## src/design/stfp_pkg.sv

```systemverilog
package stfp_pkg;

    localparam logic [7:0] SYNC_BYTE = 8'hff;

    // Parser phases
    localparam logic [1:0] PH_HUNT = 2'd0;
    localparam logic [1:0] PH_SKIP = 2'd1;
    localparam logic [1:0] PH_TYPE = 2'd2;
    localparam logic [1:0] PH_BODY = 2'd3;

    // Frame status codes
    localparam logic [1:0] ST_OK       = 2'd0;
    localparam logic [1:0] ST_MISMATCH = 2'd1;
    localparam logic [1:0] ST_UNKNOWN  = 2'd2;

    // Shortest frame that the table can give
    localparam logic [4:0] MIN_LENGTH = 5'd6;

    typedef struct packed {
        logic [7:0]  frame_type;
        logic [1:0]  frame_status;
        logic [7:0]  prefix_byte;
        logic [4:0]  frame_length;
        logic [11:0] sum_computed;
        logic [15:0] sum_received;
    } result_t;

    function automatic logic [4:0] length_of_type(input logic [7:0] t);
        logic [4:0] len;
        case (t)
            8'h41:   len = 5'd17;
            8'h42:   len = 5'd12;
            8'h44:   len = 5'd7;
            8'h46:   len = 5'd8;
            8'h47:   len = 5'd6;
            8'h48:   len = 5'd11;
            8'h60:   len = 5'd12;
            default: len = 5'd0;
        endcase
        return len;
    endfunction

endpackage

```

## src/design/stfp_parser.sv

```systemverilog
module stfp_parser
    import stfp_pkg::*;
(
    input  logic       clk,
    input  logic       rst_n,
    input  logic       step,
    input  logic [7:0] rx_byte,
    output logic       res_valid,
    output result_t    res
);

    logic [1:0]  phase_reg, phase_next;
    logic [7:0]  prefix_reg, prefix_next;
    logic [7:0]  type_reg, type_next;
    logic [4:0]  len_reg, len_next;
    logic [4:0]  pos_reg, pos_next;
    logic [11:0] sum_reg, sum_next;
    logic [7:0]  cks_lo_reg, cks_lo_next;

    logic [4:0]  table_len;
    logic [4:0]  last_body;
    logic [15:0] rcv;

    assign table_len = length_of_type(rx_byte);
    assign last_body = len_reg - 5'd2;
    assign rcv       = {rx_byte, cks_lo_reg};

    always_comb
    begin
        phase_next  = phase_reg;
        prefix_next = prefix_reg;
        type_next   = type_reg;
        len_next    = len_reg;
        pos_next    = pos_reg;
        sum_next    = sum_reg;
        cks_lo_next = cks_lo_reg;
        res_valid   = 1'b0;
        res         = '0;
        res.frame_type  = type_reg;
        res.prefix_byte = prefix_reg;

        if (step)
        begin
            case (phase_reg)
                PH_HUNT:
                begin
                    if (rx_byte == SYNC_BYTE)
                        phase_next = PH_SKIP;
                end
                PH_SKIP:
                begin
                    if (rx_byte != SYNC_BYTE)
                    begin
                        prefix_next = rx_byte;
                        phase_next  = PH_TYPE;
                    end
                end
                PH_TYPE:
                begin
                    type_next = rx_byte;
                    if (table_len == 5'd0)
                    begin
                        len_next         = 5'd0;
                        phase_next       = PH_HUNT;
                        res_valid        = 1'b1;
                        res.frame_type   = rx_byte;
                        res.frame_status = ST_UNKNOWN;
                    end
                    else
                    begin
                        len_next    = table_len;
                        pos_next    = 5'd2;
                        sum_next    = {3'd0, {1'b0, prefix_reg} + {1'b0, rx_byte}};
                        cks_lo_next = 8'd0;
                        phase_next  = PH_BODY;
                    end
                end
                default:
                begin
                    if (len_reg < MIN_LENGTH)
                        phase_next = PH_HUNT;
                    else if (pos_reg < last_body)
                    begin
                        sum_next = sum_reg + {4'd0, rx_byte};
                        pos_next = pos_reg + 5'd1;
                    end
                    else if (pos_reg == last_body)
                    begin
                        cks_lo_next = rx_byte;
                        pos_next    = pos_reg + 5'd1;
                    end
                    else
                    begin
                        res_valid        = 1'b1;
                        res.frame_status = ({4'd0, sum_reg} == rcv) ? ST_OK : ST_MISMATCH;
                        res.frame_length = len_reg;
                        res.sum_computed = sum_reg;
                        res.sum_received = rcv;
                        phase_next       = PH_HUNT;
                        pos_next         = 5'd0;
                    end
                end
            endcase
        end
    end

    always_ff @(posedge clk or negedge rst_n)
    begin
        if (!rst_n)
        begin
            phase_reg  <= PH_HUNT;
            prefix_reg <= 8'd0;
            type_reg   <= 8'd0;
            len_reg    <= 5'd0;
            pos_reg    <= 5'd0;
            sum_reg    <= 12'd0;
            cks_lo_reg <= 8'd0;
        end
        else
        begin
            phase_reg  <= phase_next;
            prefix_reg <= prefix_next;
            type_reg   <= type_next;
            len_reg    <= len_next;
            pos_reg    <= pos_next;
            sum_reg    <= sum_next;
            cks_lo_reg <= cks_lo_next;
        end
    end

endmodule

```

## src/design/stfp_out_reg.sv

```systemverilog
module stfp_out_reg
    import stfp_pkg::*;
(
    input  logic    clk,
    input  logic    rst_n,
    input  logic    load,
    input  result_t res,
    input  logic    out_ready,
    output logic    out_valid,
    output result_t res_q
);

    logic    valid_reg, valid_next;
    result_t data_reg, data_next;

    // A word loads only when the register is empty or being emptied this cycle.
    always_comb
    begin
        valid_next = valid_reg;
        data_next  = data_reg;
        if (out_ready)
            valid_next = 1'b0;
        if (load)
        begin
            valid_next = 1'b1;
            data_next  = res;
        end
    end

    always_ff @(posedge clk or negedge rst_n)
    begin
        if (!rst_n)
            valid_reg <= 1'b0;
        else
            valid_reg <= valid_next;
    end

    always_ff @(posedge clk)
    begin
        data_reg <= data_next;
    end

    assign out_valid = valid_reg;
    assign res_q     = data_reg;

endmodule

```

## src/design/sync_type_frame_parser_top.sv

```systemverilog
// Byte-stream frame parser: takes one received byte per word, hunts for a 0xff
// sync byte, then reads prefix, type, body and a little-endian 16-bit checksum,
// and gives one result word at the end of each frame (or at once for an unknown
// type). A byte is taken every cycle unless the output stalls: the parser state
// and its 12-bit adder are updated with each byte, and the result goes into a
// single output register. While that register holds a word that is not taken,
// input stalls; with out_ready held high the rate is one byte per cycle and a
// result appears in the cycle after the byte that completes the frame.
module sync_type_frame_parser_top
    import stfp_pkg::*;
(
    input  logic        clk,
    input  logic        rst_n,
    input  logic        in_valid,
    output logic        in_ready,
    input  logic [7:0]  rx_byte,
    output logic        out_valid,
    input  logic        out_ready,
    output logic [7:0]  frame_type,
    output logic [1:0]  frame_status,
    output logic [7:0]  prefix_byte,
    output logic [4:0]  frame_length,
    output logic [11:0] sum_computed,
    output logic [15:0] sum_received
);

    logic    step;
    logic    res_valid;
    result_t res;
    result_t res_q;

    assign in_ready = !out_valid || out_ready;
    assign step     = in_valid && in_ready;

    stfp_parser u_parser (
        .clk       (clk),
        .rst_n     (rst_n),
        .step      (step),
        .rx_byte   (rx_byte),
        .res_valid (res_valid),
        .res       (res)
    );

    stfp_out_reg u_out (
        .clk       (clk),
        .rst_n     (rst_n),
        .load      (res_valid),
        .res       (res),
        .out_ready (out_ready),
        .out_valid (out_valid),
        .res_q     (res_q)
    );

    assign frame_type   = res_q.frame_type;
    assign frame_status = res_q.frame_status;
    assign prefix_byte  = res_q.prefix_byte;
    assign frame_length = res_q.frame_length;
    assign sum_computed = res_q.sum_computed;
    assign sum_received = res_q.sum_received;

endmodule

```

## config.mk

```make
export PLATFORM = sky130hd
export DESIGN_NAME = sync_type_frame_parser_top
export DESIGN_NICKNAME = d
export VERILOG_FILES = /design/src/design/stfp_pkg.sv /design/src/design/stfp_parser.sv /design/src/design/stfp_out_reg.sv /design/src/design/sync_type_frame_parser_top.sv
export SDC_FILE = /design/constraint.sdc
export NUM_CORES = 1
export LEC_CHECK = 0
export ABC_AREA = 1
export CAP_MARGIN = 20
export CORE_UTILIZATION = 64
export DETAILED_ROUTE_END_ITERATION = 12
export DONT_BUFFER_PORTS = 1
export GPL_ROUTABILITY_DRIVEN = 0
export PLACE_DENSITY = 0.83
export SKIP_LAST_GASP = 1
export SYNTH_ARGS = -nofsm -noshare
export SYNTH_HDL_FRONTEND = slang
export SYNTH_SLANG_ARGS = --single-unit
```

## constraint.sdc

```tcl
create_clock -name clk -period 4.9 [get_ports clk]
set_clock_uncertainty 0.2 [all_clocks]
set_input_delay 0.98 -clock clk [delete_from_list [all_inputs] [get_ports clk]]
set_output_delay 0.98 -clock clk [all_outputs]
set_load 0.01 [all_outputs]
```

==> flow_summary.ini <==
[status]
status = finished, final reports clean

[clock_network]
cts_resized = 0
clk_path_buf_depth = 2
clk_transition_reported_paths_ns = 0.10
holdBufCountCts = 0
h-tree-depth = 3
cts_tree = done
postCtsSetupBuffers = 0
clock-root-buffer = clkbuf_8
clock-sinks = 100
insertion_delay_ns = 0.37
numCtsBuffers = 9

[worst_setup_path]
arrival_ns = 2.96
r2r_start = u_parser.len_reg[1]
critical_path_class = flip-flop to flip-flop
max_stage_delay_ns = 0.43
path_cells = inv_1 -> nand3_1 -> xor2_1 -> inv_1 -> ha_1 -> nand2_1 -> nor2_1 -> nand2_1 -> o211ai_1 -> nand3_1 -> buf_4 -> nand2_2 -> buf_12
critPathTopFamily = simple AND/OR/NAND/NOR gates
r2r-end = u_out.res_q[2]
crit_start = u_parser.len_reg[1]
crit_fanout = 45
crit_path_start_kind = flip-flop
r2r_setup_slack_ns = 1.81
required_ns = 4.76
worst-path-buf-inv = 4
rr_worst_depth = 13
cp-end-kind = flip-flop
cp_slowest_cell = dfrtp_1

[drt]
num_vias = 4292
drtPass1Iterations = 6
viasPerCell = 5.82
routed_wirelength_mm = 12.2
drc = 0
ant_nets = 0
wire_per_inst_um = 16.5
drt_iter0_markers = 492

[yosys]
async_reset_ff_frac = 0.490
ys.flop_type = edfxtp_1
synth_edf_count = 51
syn_avg_cell_area_um2 = 8.68
netlist_instances = 629
yosys_warnings = 0
synth_area_um2 = 5460
syn_nets = 667
ys_types = 37
ys_seq_area_frac = 0.505
synth-seq-cells = 100

[layout]
final-seq-area_um2 = 2760
drive_above_1_share = 0.0900
n_antenna_cell = 0
areaGrowthSynthToFinish_pct = 4.74
largest_reg_flops = 51
final_common_cell = nand2_1
mostFrequentLayoutCells = nand2_1 (174), inv_1 (75), nor2_1 (59)
multi_input_area_um2 = 2280
fin_nets = 666
fillers = 606

[grt]
top_usage_layer = met2
use_met1 = 0.417
use_met2 = 0.438
grt_use_met3 = 0.0821
grt_pass1_wl_mm = 19.8
grt_remaining_overflow = 0
antenna_found_initial = 0
grt_pass1_vias = 4045
grt_use_total = 0.299
grt_max_degree = 52

[timing]
slew_headroom = 0.566
hold_slack_ns = 0.0914
max_freq_mhz = 323
max_slew.worst_pin.slew_ns = 0.646
rsz0062_at_grt = no
setup_tns_ns = 0
fin_crit_sh = 0.631
slew_viol_final = 0
setup_viol = 0
period_needed_ns = 3.09
fin_ws_ns = 1.81
finalHoldViolCount = 0

[placement]
dp_slack_ns = 1.33
port_buffers = 0
dp_hpwl_mm = 8.75

[floorplan]
ios = 65
dieWidth_um = 94.4
dieArea_um2 = 8900
fp.dieH_um = 94.4
initial_core_util = 0.665
rows = 33
core-area_um2 = 8220

[power_and_ir_drop]
leakage_nw = 2.59
powerDensity_nw_per_um2 = 535
max-vdd-ir-drop_mv = 0.228

[flow_run]
cap_violations = 0

[min_path]
hold_path_class = input pin to asynchronous set/reset pin
-- worst max-delay path by stage --
stage / depth (start not counted) / endpoint
after detailed placement: 6 / u_out.res_q[24]
final: 13 / u_out.res_q[2]
after global routing: 13 / u_out.res_q[46]
after global placement: 6 / u_out.res_q[24]
after CTS: 12 / u_out.res_q[2]
after floorplan: 7 / u_out.res_q[0]
-- kinds of logic (layout without fill, tap and decap cells) --
group,after synthesis,in the layout,synth area share
AOI/OAI and AO/OA,84,84,0.0903
muxes,1,1,0.00183
DFF,100,100,0.505
xor gates and xnor gates,14,14,0.0225
adders and majority gates,26,26,0.0623
and+or+nand+nor,301,301,0.241
buffers and inverters,103,107,0.0772
-- power breakdown --
| part | switching, mW | internal [mW] | total (mW) |
|---|---|---|---|
| Clock | 0.302 | 0.196 | 0.498 |
| Combinational | 0.772 | 0.435 | 1.21 |
| Sequential | 0.223 | 1.13 | 1.35 |
-- worst register-to-register path, cell delays in order, from the launching register on --
cell and delay [ns]:
dfrtp_1 0.43, inv_1 0.13, nand3_1 0.10, xor2_1 0.14, inv_1 0.07, ha_1 0.30
nand2_1 0.08, nor2_1 0.13, nand2_1 0.08, o211ai_1 0.18, nand3_1 0.11, buf_4 0.27
nand2_2 0.27, buf_12 0.28
-- Yosys cell counts (5+ instances only) --
| master | n | share of area |
|---|---|---|
| nor2_1 | 59 | 0.041 |
| nand2_1 | 175 | 0.12 |
| xnor2_1 | 8 | 0.013 |
| a21oi_1 | 15 | 0.014 |
| inv_1 | 75 | 0.052 |
| nor3_1 | 6 | 0.0055 |
| edfxtp_1 | 51 | 0.28 |
| clkbuf_1 | 5 | 0.0034 |
| o21ai_2 | 11 | 0.018 |
| xor2_1 | 6 | 0.0096 |
| nand3_1 | 33 | 0.030 |
| inv_2 | 14 | 0.0096 |
| nand4_1 | 10 | 0.011 |
| dfrtp_1 | 49 | 0.22 |
| o21ai_0 | 35 | 0.032 |
| o21ai_1 | 16 | 0.015 |
| ha_1 | 24 | 0.055 |
-- layout make-up --
cell class	count	share of cell area
clock buffer	10	0.0223
tap	105	0.0230
timing repair buffer	2	0.00481
sequential	100	0.482
clock inverter	6	0.0101
inverter	89	0.0584
multi-input combinational	426	0.399
-- metrics by stage --
step                      power, mW  utilization  area (µm²)  instances
after floorplan                2.27            -        5460        629
after global placement         2.47        0.671        5510        721
after detailed placement       2.54        0.671        5510        721
after CTS                      3.04        0.694        5700        737
after global routing           3.29        0.696        5720        738
final                          3.06        0.696        5720        738
-- per-layer routing --
metal | up-vias | routed length, µm
met1 | 2010 | 5220
met2 | 203 | 5380
li1 | 2041 | -
met3 | 38 | 1170
met4 | 0 | 419
met5 | - | 0
(Power assumes the default switching activity.)
